$ cat src/rtl/cmbf_pkg.sv
// cmbf_pkg: shared types and constants of the character-to-bit-frame unit
// no dependencies; imported by every module of the unit
`timescale 1ns / 1ps
`default_nettype none

package cmbf_pkg;

    localparam int CHAR_W  = 8;
    localparam int DIFF_W  = 7;
    localparam int LEN_W   = 10;
    localparam int KIND_W  = 2;
    localparam int IDX_W   = 4;
    localparam int ADDR_W  = 4;
    localparam int DATA_W  = 32;

    localparam logic [KIND_W-1:0] KIND_DATA   = 2'd0;
    localparam logic [KIND_W-1:0] KIND_MARKER = 2'd1;
    localparam logic [KIND_W-1:0] KIND_PAD    = 2'd2;

    localparam logic [1:0] REG_REFERENCE_CHAR = 2'd0;
    localparam logic [1:0] REG_BLOCK_FORMAT   = 2'd1;
    localparam logic [1:0] REG_ADD_MARKERS    = 2'd2;
    localparam logic [1:0] REG_SECTOR_LENGTH  = 2'd3;

    localparam logic [LEN_W-1:0] SECTOR_LENGTH_RESET = 10'd10;

    // last bit index of a character, plain and block format
    localparam logic [IDX_W-1:0] LAST_IDX_PLAIN = 4'd6;
    localparam logic [IDX_W-1:0] LAST_IDX_BLOCK = 4'd9;
    localparam logic [IDX_W-1:0] CHAR_BITS      = 4'd7;

    typedef struct packed {
        logic [CHAR_W-1:0] reference_char;
        logic              block_format;
        logic              add_markers;
        logic [LEN_W-1:0]  sector_length;
    } cfg_t;

    typedef struct packed {
        logic [DIFF_W-1:0] diff;
        logic              wide;
        logic              marks;
        logic              last;
    } entry_t;

    typedef enum logic [1:0] {
        BK_BITS,
        BK_PAD,
        BK_END
    } back_state_t;

endpackage

`default_nettype wire

$ cat src/rtl/cmbf_in_if.sv
// cmbf_in_if: input channel, one message character per word
// depends on no other file
`timescale 1ns / 1ps
`default_nettype none

interface cmbf_in_if;
    logic       valid;
    logic       ready;
    logic [7:0] character;
    logic       end_of_message;

    modport source (output valid, output character, output end_of_message, input ready);
    modport sink (input valid, input character, input end_of_message, output ready);
endinterface

`default_nettype wire

$ cat src/rtl/cmbf_out_if.sv
// cmbf_out_if: output channel, one frame result per word
// depends on no other file
`timescale 1ns / 1ps
`default_nettype none

interface cmbf_out_if;
    logic       valid;
    logic       ready;
    logic [1:0] out_kind;
    logic       data_bit;
    logic [9:0] pad_count;
    logic       frame_last;

    modport source (output valid, output out_kind, output data_bit, output pad_count,
                    output frame_last, input ready);
    modport sink (input valid, input out_kind, input data_bit, input pad_count,
                  input frame_last, output ready);
endinterface

`default_nettype wire

$ cat src/rtl/cmbf_cfg_regs.sv
// cmbf_cfg_regs: apb-style configuration register file
// depends on cmbf_pkg
`timescale 1ns / 1ps
`default_nettype none

module cmbf_cfg_regs
    import cmbf_pkg::*;
(
    input  wire logic              clk,
    input  wire logic              rst_n,
    input  wire logic              psel,
    input  wire logic              penable,
    input  wire logic              pwrite,
    input  wire logic [ADDR_W-1:0] paddr,
    input  wire logic [DATA_W-1:0] pwdata,
    output      logic [DATA_W-1:0] prdata,
    output      logic              pready,
    output      cfg_t              cfg
);

    cfg_t       cfg_reg;
    cfg_t       cfg_next;
    logic       wr_en;
    logic [1:0] reg_sel;

    assign pready  = 1'b1;
    assign wr_en   = psel && penable && pwrite;
    assign reg_sel = paddr[3:2];
    assign cfg     = cfg_reg;

    always_comb
    begin
        cfg_next = cfg_reg;
        if (wr_en)
        begin
            unique case (reg_sel)
                REG_REFERENCE_CHAR: cfg_next.reference_char = pwdata[CHAR_W-1:0];
                REG_BLOCK_FORMAT:   cfg_next.block_format   = pwdata[0];
                REG_ADD_MARKERS:    cfg_next.add_markers    = pwdata[0];
                REG_SECTOR_LENGTH:  cfg_next.sector_length  = pwdata[LEN_W-1:0];
                default:            cfg_next = cfg_reg;
            endcase
        end
    end

    always_ff @(posedge clk or negedge rst_n)
    begin
        if (!rst_n)
        begin
            cfg_reg.reference_char <= '0;
            cfg_reg.block_format   <= 1'b0;
            cfg_reg.add_markers    <= 1'b0;
            cfg_reg.sector_length  <= SECTOR_LENGTH_RESET;
        end
        else
        begin
            cfg_reg <= cfg_next;
        end
    end

    always_comb
    begin
        unique case (reg_sel)
            REG_REFERENCE_CHAR: prdata = DATA_W'(cfg_reg.reference_char);
            REG_BLOCK_FORMAT:   prdata = DATA_W'(cfg_reg.block_format);
            REG_ADD_MARKERS:    prdata = DATA_W'(cfg_reg.add_markers);
            REG_SECTOR_LENGTH:  prdata = DATA_W'(cfg_reg.sector_length);
            default:            prdata = '0;
        endcase
    end

endmodule

`default_nettype wire

$ cat src/rtl/cmbf_front.sv
// cmbf_front: accepts characters, forms the 7-bit code and queues the words
// depends on cmbf_pkg and cmbf_in_if
`timescale 1ns / 1ps
`default_nettype none

module cmbf_front
    import cmbf_pkg::*;
(
    input  wire logic   clk,
    input  wire logic   rst_n,
    input  wire cfg_t   cfg,
    cmbf_in_if.sink     msg,
    output      logic   head_valid,
    output      entry_t head,
    input  wire logic   pop
);

    entry_t     q_mem_reg [2];
    logic       wr_ptr_reg;
    logic       rd_ptr_reg;
    logic [1:0] count_reg;
    logic [1:0] count_next;
    logic       push;
    entry_t     new_entry;
    logic [CHAR_W-1:0] diff_full;

    assign msg.ready  = (count_reg != 2'd2);
    assign push       = msg.valid && msg.ready;
    assign head_valid = (count_reg != 2'd0);
    assign head       = q_mem_reg[rd_ptr_reg];

    // classify: code, bit count and marker mode travel with the word
    always_comb
    begin
        diff_full       = msg.character - cfg.reference_char;
        new_entry.diff  = diff_full[DIFF_W-1:0];
        new_entry.wide  = cfg.block_format;
        new_entry.marks = cfg.add_markers;
        new_entry.last  = msg.end_of_message;
    end

    always_comb
    begin
        count_next = count_reg;
        if (push && !pop)
            count_next = count_reg + 2'd1;
        else if (pop && !push)
            count_next = count_reg - 2'd1;
    end

    always_ff @(posedge clk)
    begin
        if (push)
            q_mem_reg[wr_ptr_reg] <= new_entry;
    end

    always_ff @(posedge clk or negedge rst_n)
    begin
        if (!rst_n)
        begin
            wr_ptr_reg <= 1'b0;
            rd_ptr_reg <= 1'b0;
            count_reg  <= 2'd0;
        end
        else
        begin
            if (push)
                wr_ptr_reg <= !wr_ptr_reg;
            if (pop)
                rd_ptr_reg <= !rd_ptr_reg;
            count_reg <= count_next;
        end
    end

endmodule

`default_nettype wire

$ cat src/rtl/cmbf_back.sv
// cmbf_back: sector sequencer, emits data bits, markers and pad runs
// depends on cmbf_pkg and cmbf_out_if
`timescale 1ns / 1ps
`default_nettype none

module cmbf_back
    import cmbf_pkg::*;
#(
    parameter int SECTOR_COUNT_WIDTH = 10
)
(
    input  wire logic   clk,
    input  wire logic   rst_n,
    input  wire cfg_t   cfg,
    input  wire logic   head_valid,
    input  wire entry_t head,
    output      logic   pop,
    cmbf_out_if.source  frame
);

    localparam int PW = SECTOR_COUNT_WIDTH;
    localparam int CW = (SECTOR_COUNT_WIDTH > LEN_W) ? SECTOR_COUNT_WIDTH : LEN_W;

    back_state_t       state_reg;
    back_state_t       state_next;
    logic [PW-1:0]     pos_reg;
    logic [PW-1:0]     pos_next;
    logic [IDX_W-1:0]  idx_reg;
    logic [IDX_W-1:0]  idx_next;
    logic              mk_done_reg;
    logic              mk_done_next;

    logic              out_valid_reg;
    logic [KIND_W-1:0] kind_reg;
    logic              bit_reg;
    logic [LEN_W-1:0]  pad_reg;
    logic              last_reg;

    logic              advance;
    logic              work;
    logic              emit;
    logic              marker_step;
    logic              end_of_char;
    logic [LEN_W-1:0]  len_eff;
    logic [CW-1:0]     len_x;
    logic [CW-1:0]     pos_x;
    logic [PW-1:0]     pos_eff;
    logic [PW-1:0]     pos_inc;
    logic [PW-1:0]     pos_adv;
    logic [CW-1:0]     pad_x;
    logic [IDX_W-1:0]  last_idx;
    logic              bit_val;

    logic [KIND_W-1:0] res_kind;
    logic              res_bit;
    logic [LEN_W-1:0]  res_pad;
    logic              res_last;

    assign frame.valid      = out_valid_reg;
    assign frame.out_kind   = kind_reg;
    assign frame.data_bit   = bit_reg;
    assign frame.pad_count  = pad_reg;
    assign frame.frame_last = last_reg;

    assign advance = !out_valid_reg || frame.ready;
    assign work    = (state_reg != BK_BITS) || head_valid;
    assign emit    = advance && work;

    // sector arithmetic
    always_comb
    begin
        len_eff     = (cfg.sector_length == '0) ? LEN_W'(1) : cfg.sector_length;
        len_x       = CW'(len_eff);
        pos_x       = CW'(pos_reg);
        pos_eff     = (pos_x >= len_x) ? '0 : pos_reg;
        pos_inc     = pos_eff + PW'(1);
        pos_adv     = (CW'(pos_inc) >= len_x) ? '0 : pos_inc;
        pad_x       = len_x - pos_x;
        last_idx    = head.wide ? LAST_IDX_BLOCK : LAST_IDX_PLAIN;
        end_of_char = (idx_reg == last_idx);
        marker_step = head.marks && (pos_eff == '0) && !mk_done_reg;
        bit_val     = (idx_reg < CHAR_BITS) ?
                      head.diff[3'(LAST_IDX_PLAIN - idx_reg)] : 1'b0;
    end

    always_comb
    begin
        state_next = state_reg;
        unique case (state_reg)
            BK_BITS:
            begin
                if (emit && !marker_step && end_of_char && head.last && head.marks)
                    state_next = (pos_adv != '0) ? BK_PAD : BK_END;
            end
            BK_PAD:
            begin
                if (emit)
                    state_next = BK_END;
            end
            BK_END:
            begin
                if (emit)
                    state_next = BK_BITS;
            end
            default: state_next = BK_BITS;
        endcase
    end

    always_comb
    begin
        res_kind     = KIND_DATA;
        res_bit      = 1'b0;
        res_pad      = '0;
        res_last     = 1'b0;
        pos_next     = pos_reg;
        idx_next     = idx_reg;
        mk_done_next = mk_done_reg;
        pop          = 1'b0;
        unique case (state_reg)
            BK_BITS:
            begin
                if (marker_step)
                begin
                    res_kind     = KIND_MARKER;
                    pos_next     = pos_eff;
                    mk_done_next = 1'b1;
                end
                else
                begin
                    res_bit      = bit_val;
                    mk_done_next = 1'b0;
                    if (head.marks)
                        pos_next = pos_adv;
                    if (end_of_char)
                    begin
                        idx_next = '0;
                        pop      = emit;
                        if (head.last && !head.marks)
                        begin
                            res_last = 1'b1;
                            pos_next = '0;
                        end
                    end
                    else
                    begin
                        idx_next = idx_reg + IDX_W'(1);
                    end
                end
            end
            BK_PAD:
            begin
                res_kind = KIND_PAD;
                res_pad  = pad_x[LEN_W-1:0];
            end
            BK_END:
            begin
                res_kind = KIND_MARKER;
                res_last = 1'b1;
                pos_next = '0;
            end
            default: res_kind = KIND_DATA;
        endcase
    end

    always_ff @(posedge clk or negedge rst_n)
    begin
        if (!rst_n)
        begin
            state_reg     <= BK_BITS;
            pos_reg       <= '0;
            idx_reg       <= '0;
            mk_done_reg   <= 1'b0;
            out_valid_reg <= 1'b0;
        end
        else
        begin
            if (advance)
                out_valid_reg <= work;
            if (emit)
            begin
                state_reg   <= state_next;
                pos_reg     <= pos_next;
                idx_reg     <= idx_next;
                mk_done_reg <= mk_done_next;
            end
        end
    end

    always_ff @(posedge clk)
    begin
        if (emit)
        begin
            kind_reg <= res_kind;
            bit_reg  <= res_bit;
            pad_reg  <= res_pad;
            last_reg <= res_last;
        end
    end

endmodule

`default_nettype wire

$ cat src/rtl/char_to_marked_bit_frame_unit.sv
// Converts a message, one character per input word, into a bit frame of one result word per
// cycle while not stalled: seven data bits of the character minus reference_char (msb first),
// three zero bits in block format, and with markers on a start marker before each sector, an
// end marker, and a closing pad run before it when the last sector is not full. Each character
// gives 7 or 10 data bits plus one result per marker, and with markers on 1 or 2 more at the
// end of a message. A two-word queue lets the next characters be accepted meanwhile.
// depends on cmbf_pkg, cmbf_in_if, cmbf_out_if, cmbf_cfg_regs, cmbf_front, cmbf_back
`timescale 1ns / 1ps
`default_nettype none

module char_to_marked_bit_frame_unit
    import cmbf_pkg::*;
#(
    parameter int SECTOR_COUNT_WIDTH = 10
)
(
    input  wire logic              clk,
    input  wire logic              rst_n,
    cmbf_in_if.sink                msg,
    cmbf_out_if.source             frame,
    input  wire logic              psel,
    input  wire logic              penable,
    input  wire logic              pwrite,
    input  wire logic [ADDR_W-1:0] paddr,
    input  wire logic [DATA_W-1:0] pwdata,
    output      logic [DATA_W-1:0] prdata,
    output      logic              pready
);

    cfg_t   cfg;
    logic   head_valid;
    entry_t head;
    logic   pop;

    cmbf_cfg_regs u_cfg (
        .clk     (clk),
        .rst_n   (rst_n),
        .psel    (psel),
        .penable (penable),
        .pwrite  (pwrite),
        .paddr   (paddr),
        .pwdata  (pwdata),
        .prdata  (prdata),
        .pready  (pready),
        .cfg     (cfg)
    );

    cmbf_front u_front (
        .clk        (clk),
        .rst_n      (rst_n),
        .cfg        (cfg),
        .msg        (msg),
        .head_valid (head_valid),
        .head       (head),
        .pop        (pop)
    );

    cmbf_back #(
        .SECTOR_COUNT_WIDTH (SECTOR_COUNT_WIDTH)
    ) u_back (
        .clk        (clk),
        .rst_n      (rst_n),
        .cfg        (cfg),
        .head_valid (head_valid),
        .head       (head),
        .pop        (pop),
        .frame      (frame)
    );

endmodule

`default_nettype wire

$ cat src/flat_wrapper.sv
// flat-port wrapper written by rule: the top's interface ports become plain ports
module char_to_marked_bit_frame_unit_flat import cmbf_pkg::*;
#(
    parameter int SECTOR_COUNT_WIDTH = 10
)
  (clk, rst_n, psel, penable, pwrite, paddr, pwdata, prdata, pready, msg_valid, msg_character, msg_end_of_message, msg_ready, frame_valid, frame_out_kind, frame_data_bit, frame_pad_count, frame_frame_last, frame_ready);
  cmbf_in_if msg_i ();
  cmbf_out_if frame_i ();
  input  wire logic clk;
  input  wire logic rst_n;
  input  wire logic psel;
  input  wire logic penable;
  input  wire logic pwrite;
  input  wire logic [ADDR_W-1:0] paddr;
  input  wire logic [DATA_W-1:0] pwdata;
  output      logic [DATA_W-1:0] prdata;
  output      logic pready;
  input wire logic [$bits(msg_i.valid)-1:0] msg_valid;
  input wire logic [$bits(msg_i.character)-1:0] msg_character;
  input wire logic [$bits(msg_i.end_of_message)-1:0] msg_end_of_message;
  output wire logic [$bits(msg_i.ready)-1:0] msg_ready;
  output wire logic [$bits(frame_i.valid)-1:0] frame_valid;
  output wire logic [$bits(frame_i.out_kind)-1:0] frame_out_kind;
  output wire logic [$bits(frame_i.data_bit)-1:0] frame_data_bit;
  output wire logic [$bits(frame_i.pad_count)-1:0] frame_pad_count;
  output wire logic [$bits(frame_i.frame_last)-1:0] frame_frame_last;
  input wire logic [$bits(frame_i.ready)-1:0] frame_ready;
  assign msg_i.valid = msg_valid;
  assign msg_i.character = msg_character;
  assign msg_i.end_of_message = msg_end_of_message;
  assign msg_ready = msg_i.ready;
  assign frame_valid = frame_i.valid;
  assign frame_out_kind = frame_i.out_kind;
  assign frame_data_bit = frame_i.data_bit;
  assign frame_pad_count = frame_i.pad_count;
  assign frame_frame_last = frame_i.frame_last;
  assign frame_i.ready = frame_ready;
  char_to_marked_bit_frame_unit #(.SECTOR_COUNT_WIDTH(SECTOR_COUNT_WIDTH)) u_core (.clk(clk), .rst_n(rst_n), .msg(msg_i), .frame(frame_i), .psel(psel), .penable(penable), .pwrite(pwrite), .paddr(paddr), .pwdata(pwdata), .prdata(prdata), .pready(pready));
endmodule
$ cat config.mk
export PLATFORM = sky130hd
export DESIGN_NAME = char_to_marked_bit_frame_unit_flat
export DESIGN_NICKNAME = d
export VERILOG_FILES = /design/src/rtl/cmbf_pkg.sv /design/src/rtl/cmbf_in_if.sv /design/src/rtl/cmbf_out_if.sv /design/src/rtl/cmbf_cfg_regs.sv /design/src/rtl/cmbf_front.sv /design/src/rtl/cmbf_back.sv /design/src/rtl/char_to_marked_bit_frame_unit.sv /design/src/flat_wrapper.sv
export SDC_FILE = /design/constraint.sdc
export NUM_CORES = 1
export LEC_CHECK = 0
export BUFFER_PORTS_ARGS = -buffer_cell sky130_fd_sc_hd__buf_2
export CAP_MARGIN = 15
export CORE_UTILIZATION = 50
export CTS_BUF_LIST = sky130_fd_sc_hd__clkbuf_4 sky130_fd_sc_hd__clkbuf_8 sky130_fd_sc_hd__clkbuf_16
export DETAILED_ROUTE_END_ITERATION = 16
export MAX_ROUTING_LAYER = met4
export PLACE_DENSITY = 0.77
export SLEW_MARGIN = 20
export SYNTH_ARGS = -nofsm -noshare
export SYNTH_HDL_FRONTEND = slang
export SYNTH_SLANG_ARGS = --single-unit
export TNS_END_PERCENT = 5
$ cat constraint.sdc
create_clock -name clk -period 4.3 [get_ports clk]
set_clock_uncertainty 0.1 [all_clocks]
set_input_delay 0.43 -clock clk [delete_from_list [all_inputs] [get_ports clk]]
set_output_delay 0.43 -clock clk [all_outputs]
set_load 0.02 [all_outputs]
==> flow_summary.json, run 1 <==
{
  "total_design_power_mw": 3.229,
  "worst_path_max_delay_cell": "dfrtp_1",
  "timing.max_slew.rel_slack_pct": 33.25,
  "clkLatencyLatePin_ps": 350,
  "yosysWarnings": 0,
  "dominantRegCellSynth": "dfrtp_1",
  "routabilityCongestion": 0.8673,
  "gr-usage-all-layers_pct": 22.64,
  "synth.ff_latch_count": 76,
  "netlist_area_sq_um": 4862,
  "timing.critical_path.cells": "nor2_2 -> a41o_1 -> inv_2 -> ha_4 -> fa_2 -> nor2b_4 -> o2111ai_2 -> nand3b_1 -> nand2_4 -> nor2_4 -> ha_4 -> and4_4 -> nand4_1 -> xnor2_2 -> nor2_1 -> ha_1 -> nand2_2 -> o211ai_1 -> a31oi_1 -> a21bo_2 -> nand3_4 -> a22oi_2 -> a311oi_2",
  "grt_antenna_before_repair": 0,
  "chipHeight_microns": 100.6,
  "start_kind": "register",
  "post_route_cells_drive_above_1_share_pct": 29.05,
  "dpl.hpwl_microns": 7937,
  "critical_path.most_common_cell": "ha_4",
  "netlist_top_cells_area": "edfxtp_1 21%, dfrtp_1 21%, ha_1 7.2%",
  "final_critical_path_setup_slack_ps": -171.7,
  "tritoncts": "done",
  "worst_setup_path_end_kind": "register",
  "share_clk_of_total_power_pct": 15.3,
  "worst_setup_path_type": "reg2reg",
  "max_cap_violations": 0,
  "synth-async-reset-ratio_pct": 55.26,
  "drcViolationCount": 0,
  "number_of_hold_buffers_added_after_cts": 0,
  "cts_max_level": 3,
  "global_route_wire_length_before_repair_microns": 17140,
  "initial_core_util_pct": 52.13,
  "failed_checks": "setup timing",
  "cp.required_ps": 4450,
  "p_comb_share_pct": 49.1,
  "syn_area_per_cell_sq_um": 9.686,
  "min-delay-path-class": "in2async",
  "path_clk_slew_ps": 80,
  "yosysSeqAreaShare_pct": 42.67,
  "syn_to_final_growth_pct": 19.89,
  "cp.arrival_ps": 4620,
  "n_antenna_cell": 0,
  "grt_overflow": 0,
  "synth_cell_type_count": 65,
  "cts.sink_count": 76,
  "design.core.area_sq_um": 9328,
  "ir_worst_vdd_mv": 0.2701,
  "cts_root_buffer": "clkbuf_8",
  "design.die.area_sq_um": 10120,
  "cts_inserted_buffers": 9,
  "post_route_cell_area_sq_um": 5829,
  "critical_path.n_buffers_inverters": 1,
  "yosysMostFrequentCell": "nor2_1",
  "buffer_depth_of_the_longest_clock_path": 2,
  "outcome": "complete, but fails checks",
  "postRouteWirelength_microns": 10350,
  "max_slew.worst_pin.slew_ps": 1001,
  "yosys.area.top_type_share_pct": 21.00,
  "syn_inst": 502,
  "ant_nets": 0,
  "place.port_buffers": 52,
  "power.internal_mw": 1.940,
  "grt_start_max_net_pins": 43,
  "crit_path_max_fanout": 3,
  "leakagePower_nw": 2.535,
  "detailroute.via_count": 3919,
  "final.period_utilization_pct": 104.0,
  "maximum_operating_frequency_mhz": 223.6,
  "ios": 101,
  "stdcell_count": 728,
  "design.final.nets": 676,
  "finalHoldViolCount": 0,
  "setup_viol_count_final": 12,
  "wl_per_cell_microns": 14.21,
  "power.share.sequential_pct": 35.6,
  "net_load_switching_power_mw": 1.289,
  "dpl-instance-area_sq_um": 5472,
  "die_w_microns": 100.6,
  "netlist_top_cells_count": "45 x nor2_1, 43 x nand2_1, 40 x dfrtp_1",
  "worst_path_top_cell_family_by_delay": "simple AND/OR/NAND/NOR gates",
  "slowest_delay_ps": 400,
  "power_per_cell_area_nw_per_um2": 553.9,
  "finalWorstPathRequiredPeriod_ps": 4472,
  "detailedRoute.firstIterationViolations": 267,
  "grt_setup_unrepaired": "true",
  "totalNegativeSetupSlack_ps": -1451,
  "yosys.area.top_type": "edfxtp_1",
  "grt_pass1_vias": 3584,
  "number_of_enable_flip_flop_cells_after_synthesis": 34,
  "firstDrtPassIters": 5,
  "via_per_inst": 5.383,
  "std_cell_rows": 35,
  "switching_share_pct": 39.92,
  "place_inst": 704,
  "count_of_pins_over_their_slew_limit": 0
}
area by class of cell:
| class | instances | area [sq um] |
|---|---|---|
| Clock buffer | 11 | 138.9 |
| Clock inverter | 5 | 37.54 |
| Fill cell | 764 | 3498 |
| Inverter | 39 | 146.4 |
| Multi-Input combinational cell | 365 | 2616 |
| Sequential cell | 76 | 2074 |
| Tap cell | 129 | 161.4 |
| Timing Repair Buffer | 103 | 654.4 |
power groups by stage:
stage          Sequential, mW  Clock (mW)  Combinational [mW]
3_5_place_dp             1.16           0                1.48
2_1_floorplan            1.19           0                1.02
5_1_grt                  1.18       0.535                1.76
6_report                 1.15       0.495                1.58
3_3_place_gp             1.15           0                1.44
4_1_cts                  1.15       0.502                1.51
worst paths after layout:
| path | from | end | slack (ps) | depth (start not counted) |
|---|---|---|---|---|
| min reg2reg | u_core.u_back.mk_done_reg | u_core.u_back.mk_done_reg | 390 | 2 |
| min | rst_n | u_core.u_front.wr_ptr_reg | 140 | 1 |
| max in group asynchronous | rst_n | u_core.u_cfg.cfg[14] | 3330 | 1 |
| min in group clk | msg_end_of_message | u_core.u_front.q_mem_reg[0][0] | 180 | 1 |
| max | u_core.u_cfg.cfg[8] | u_core.u_back.pos_reg[0] | -170 | 23 |
| max reg2reg | u_core.u_cfg.cfg[8] | u_core.u_back.pos_reg[0] | -170 | 23 |
kinds of logic (layout without fill, tap and decap cells):
logic type      after synthesis  after routing  share of synthesized area, %
buf+inv                      82            158                         8.440
simple gates                167            167                         17.42
flops                        76             76                         42.67
compound gates              104            104                         14.00
fa+ha+maj                    30             30                         8.029
xor+xnor                     25             25                         4.503
mux                          16             16                         4.787
other cells                   2             23                        0.1545
cells in the final DEF, fill, tap and decap left out, types with 10 or more instances in the layout:
cell type	count
edfxtp_1	34
ha_1	26
xnor2_1	18
inv_1	35
buf_4	48
nand3_1	10
nor2_1	41
conb_1	23
dfrtp_1	40
nand2b_1	11
a21oi_1	12
buf_2	52
nand2_1	41
o21ai_0	37
metrics by stage:
stage	hold slack [ps]	worst slack [ps]	utilization, %
after floorplan	34.41	-52.31	-
after global placement	367.5	-216.6	58.66
after detailed placement	370.4	-324.9	58.66
after CTS	163.5	-188.4	61.17
after global routing	163.0	-438.9	62.50
final	137.9	-171.7	62.50
timing repair:
action                                  4_1_cts  5_1_grt
pin swaps                                    12       14
endpoints found under the setup margin       12       12
buffers inserted                              5        3
resized for setup                             8       16
per-layer routing:
metal / share of wire, % / wire (microns) / track usage (%)
met5: 0 / 0 / -
met4: 1.6 / 162 / 7.915
met3: 5.4 / 554 / 3.329
met2: 48 / 4921 / 35.88
met1: 45 / 4707 / 29.84
Power figures use the tool's default switching activity.
==> run 2, diff against run 1 <==
--- a/config.mk
+++ b/config.mk
@@ -15,5 +15,6 @@
 export SLEW_MARGIN = 20
 export SYNTH_ARGS = -nofsm -noshare
 export SYNTH_HDL_FRONTEND = slang
+export SYNTH_HIERARCHICAL = 1
 export SYNTH_SLANG_ARGS = --single-unit
 export TNS_END_PERCENT = 5
==> flow_summary.json, run 2 <==
{
  "outcome": "complete, but fails checks",
  "failed_checks": "hold timing, setup timing",
  "final.period_utilization_pct": 107.5,
  "path_clk_slew_ps": 90,
  "post_route_cells_drive_above_1_share_pct": 28.55,
  "buffer_depth_of_the_longest_clock_path": 2,
  "slowest_delay_ps": 540,
  "grt_antenna_before_repair": 0,
  "count_of_pins_over_their_slew_limit": 0,
  "start_kind": "register",
  "routabilityCongestion": 0.9162,
  "n_antenna_cell": 0,
  "syn_to_final_growth_pct": 15.78,
  "layout.cells.most_common": "buf_2",
  "final_critical_path_setup_slack_ps": -323.7,
  "cp.arrival_ps": 4730,
  "timing.max_slew.rel_slack_pct": 42.10,
  "synth.ff_latch_count": 76,
  "fill_cells": 769,
  "stdcell_count": 672,
  "grt_pass1_vias": 3581,
  "detailroute.via_count": 3589,
  "min-delay-path-class": "in2async",
  "final_core_utilization_pct": 60.23,
  "wl_per_cell_microns": 15.67,
  "grt_overflow": 0,
  "max_cap_violations": 0,
  "via_per_inst": 5.341,
  "yosys.area.top_type": "edfxtp_1",
  "design.final.nets": 623,
  "area_of_the_multi_input_gates_sq_um": 2545,
  "synth-async-reset-ratio_pct": 55.26,
  "power_per_cell_area_nw_per_um2": 592.3,
  "yosys.area.top_type_share_pct": 21.04,
  "syn_inst": 469,
  "yosysMostFrequentCell": "nor2_1",
  "worst_path_max_delay_cell": "dfstp_2",
  "most-common-layout-cells": "51 x buf_2, 43 x nor2_1, 40 x dfrtp_1",
  "max_slew.worst_pin.slew_ps": 865.3,
  "dominantRegCellSynth": "dfrtp_1",
  "cp.required_ps": 4410,
  "initial_core_util_pct": 52.02,
  "netlist_top_cells_area": "edfxtp_1 21%, dfrtp_1 21%, ha_1 8.0%",
  "global_route_wire_length_before_repair_microns": 17470,
  "detailedRoute.firstIterationViolations": 181,
  "yosysWarnings": 6,
  "cts_inserted_buffers": 9,
  "firstDrtPassIters": 4,
  "worst_setup_path_type": "reg2reg",
  "cts.sink_count": 76,
  "chipHeight_microns": 100.5,
  "place_inst": 656,
  "cts_max_level": 3,
  "design.core.area_sq_um": 9328,
  "std_cell_rows": 35,
  "design.die.area_sq_um": 10100,
  "drcViolationCount": 0,
  "setup.reg_to_reg.worst_slack_ps": -320,
  "synth_cell_type_count": 74,
  "postRouteWirelength_microns": 10530,
  "finalWorstPathRequiredPeriod_ps": 4624,
  "cts_setup_buffers": 0,
  "seq_area_sq_um": 2074,
  "maximum_operating_frequency_mhz": 216.3,
  "tritoncts": "done",
  "setup_viol_count_final": 12,
  "yosysSeqAreaShare_pct": 42.75,
  "ir_worst_vdd_mv": 0.2627,
  "grt_setup_unrepaired": "true",
  "place.port_buffers": 52,
  "hold-worst-slack_ps": -29.00,
  "finalHoldViolCount": 40,
  "number_of_enable_flip_flop_cells_after_synthesis": 34,
  "die_w_microns": 100.5,
  "timing.critical_path.cells": "nor2_1 -> a41o_1 -> inv_1 -> ha_1 -> inv_1 -> fa_2 -> a21o_1 -> nand4_4 -> a31oi_4 -> o31a_1 -> nand2_4 -> inv_4 -> ha_4 -> buf_4 -> xnor2_1 -> ha_1 -> nand2_1 -> o21ai_0 -> nand4_1 -> a31oi_2 -> nor3_4 -> buf_12 -> o22ai_1 -> a21oi_1",
  "leakagePower_nw": 2.483,
  "ant_nets": 0,
  "grt_start_max_net_pins": 43,
  "dpl.hpwl_microns": 7995,
  "syn_area_per_cell_sq_um": 10.35,
  "gr-usage-all-layers_pct": 23.22,
  "clkLatencyLatePin_ps": 350,
  "cts_root_buffer": "clkbuf_8",
  "crit_path_max_fanout": 12,
  "netlist_area_sq_um": 4852,
  "netlist_top_cells_count": "46 x nor2_1, 40 x dfrtp_1, 37 x inv_1",
  "number_of_hold_buffers_added_after_cts": 0,
  "ios": 101,
  "worst_setup_path_end_kind": "register"
}
-- run 2: cell count changes in the layout (fill, tap and decap cells not counted), moves of 7 or more --
cell      previous run  this run
mux2_2               7        21
buf_4               48        26
nand2_1             41        24
o21ai_0             37        17
nand2b_1            11         4
mux2_1               1        10
-- run 2: repair_timing --
| item | CTS | global route |
|---|---|---|
| setup endpoints to repair | 12 | 13 |
| gates cloned | 0 | 0 |
| gates resized for setup | 7 | 3 |
| pin swaps | 2 | 0 |
-- run 2: cell families after synthesis --
logic type | count (synthesis) | share of synthesized area (%)
AOI/OAI and AO/OA | 89 | 12.97
xor gates and xnor gates | 23 | 4.152
adders and majority gates | 33 | 8.819
buffers and inverters | 79 | 8.406
DFF | 76 | 42.75
muxes | 33 | 8.200
other | 2 | 0.1548
and+or+nand+nor | 134 | 14.54
-- run 2: worst max-delay path: cells and delay by family (launching register included) --
| kind | cells | cell delay [ps] |
|---|---|---|
| buf+inv | 5 | 460 |
| simple gates | 6 | 510 |
| compound gates | 8 | 1740 |
| flops | 1 | 540 |
| xor+xnor | 1 | 160 |
| fa+ha+maj | 4 | 960 |
-- run 2: layout make-up --
class                           instances  share of cell area, %
Clock buffer                            9                  2.205
Tap cell                              129                  2.873
Sequential cell                        76                  36.93
Inverter                               38                  2.584
Multi-Input combinational cell        335                  45.30
Clock inverter                          7                  1.737
Timing Repair Buffer                   78                  8.374
-- run 2: metal layers --
metal  track usage, %  share of wire [%]  vias to the layer above  wire length, microns
met4            8.473                1.7                        0                   180
met3            3.259                2.8                       16                   292
li1                 -                  -                     1759                     -
met1            29.39                 46                     1737                  4871
met5                -                  0                        -                     0
met2            38.15                 49                       77                  5182
-- run 2: stage by stage --
stage | cell area [sq um] | hold slack (ps) | setup TNS (ps) | setup WS (ps) | power [mW]
after CTS | 5594 | 155.7 | -2501 | -272.8 | 3.318
after floorplan | 4972 | 34.41 | -56.11 | -40.64 | 2.238
after global routing | 5618 | 7.930 | -5416 | -544.6 | 3.542
after global placement | 5336 | 370.7 | -2450 | -261.6 | 2.630
final | 5618 | -29.00 | -3177 | -323.7 | 3.327
after detailed placement | 5336 | 380.6 | -3179 | -324.3 | 2.689
-- run 2: power breakdown --
group	switching [mW]	internal [mW]	leakage, nW
Combinational	0.904	0.668	1.52
Clock	0.277	0.330	0.108
Sequential	0.133	1.02	0.852
Total	1.31	2.01	2.48
-- run 2: worst paths after layout --
check | start | cells after the start | to
worst max-delay path | u_core/u_cfg/cfg[3] | 24 | u_core/u_back/pos_reg[0]
worst min-delay path | rst_n | 1 | u_core/u_back/pos_reg[0]
worst max register to register | u_core/u_cfg/cfg[3] | 24 | u_core/u_back/pos_reg[0]
worst min register to register | u_core/u_front/wr_ptr_reg | 1 | u_core/u_front/wr_ptr_reg
max in group asynchronous | rst_n | 1 | u_core/u_back/mk_done_reg
min in group clk | msg_end_of_message | 1 | u_core/u_front/q_mem_reg[1][0]
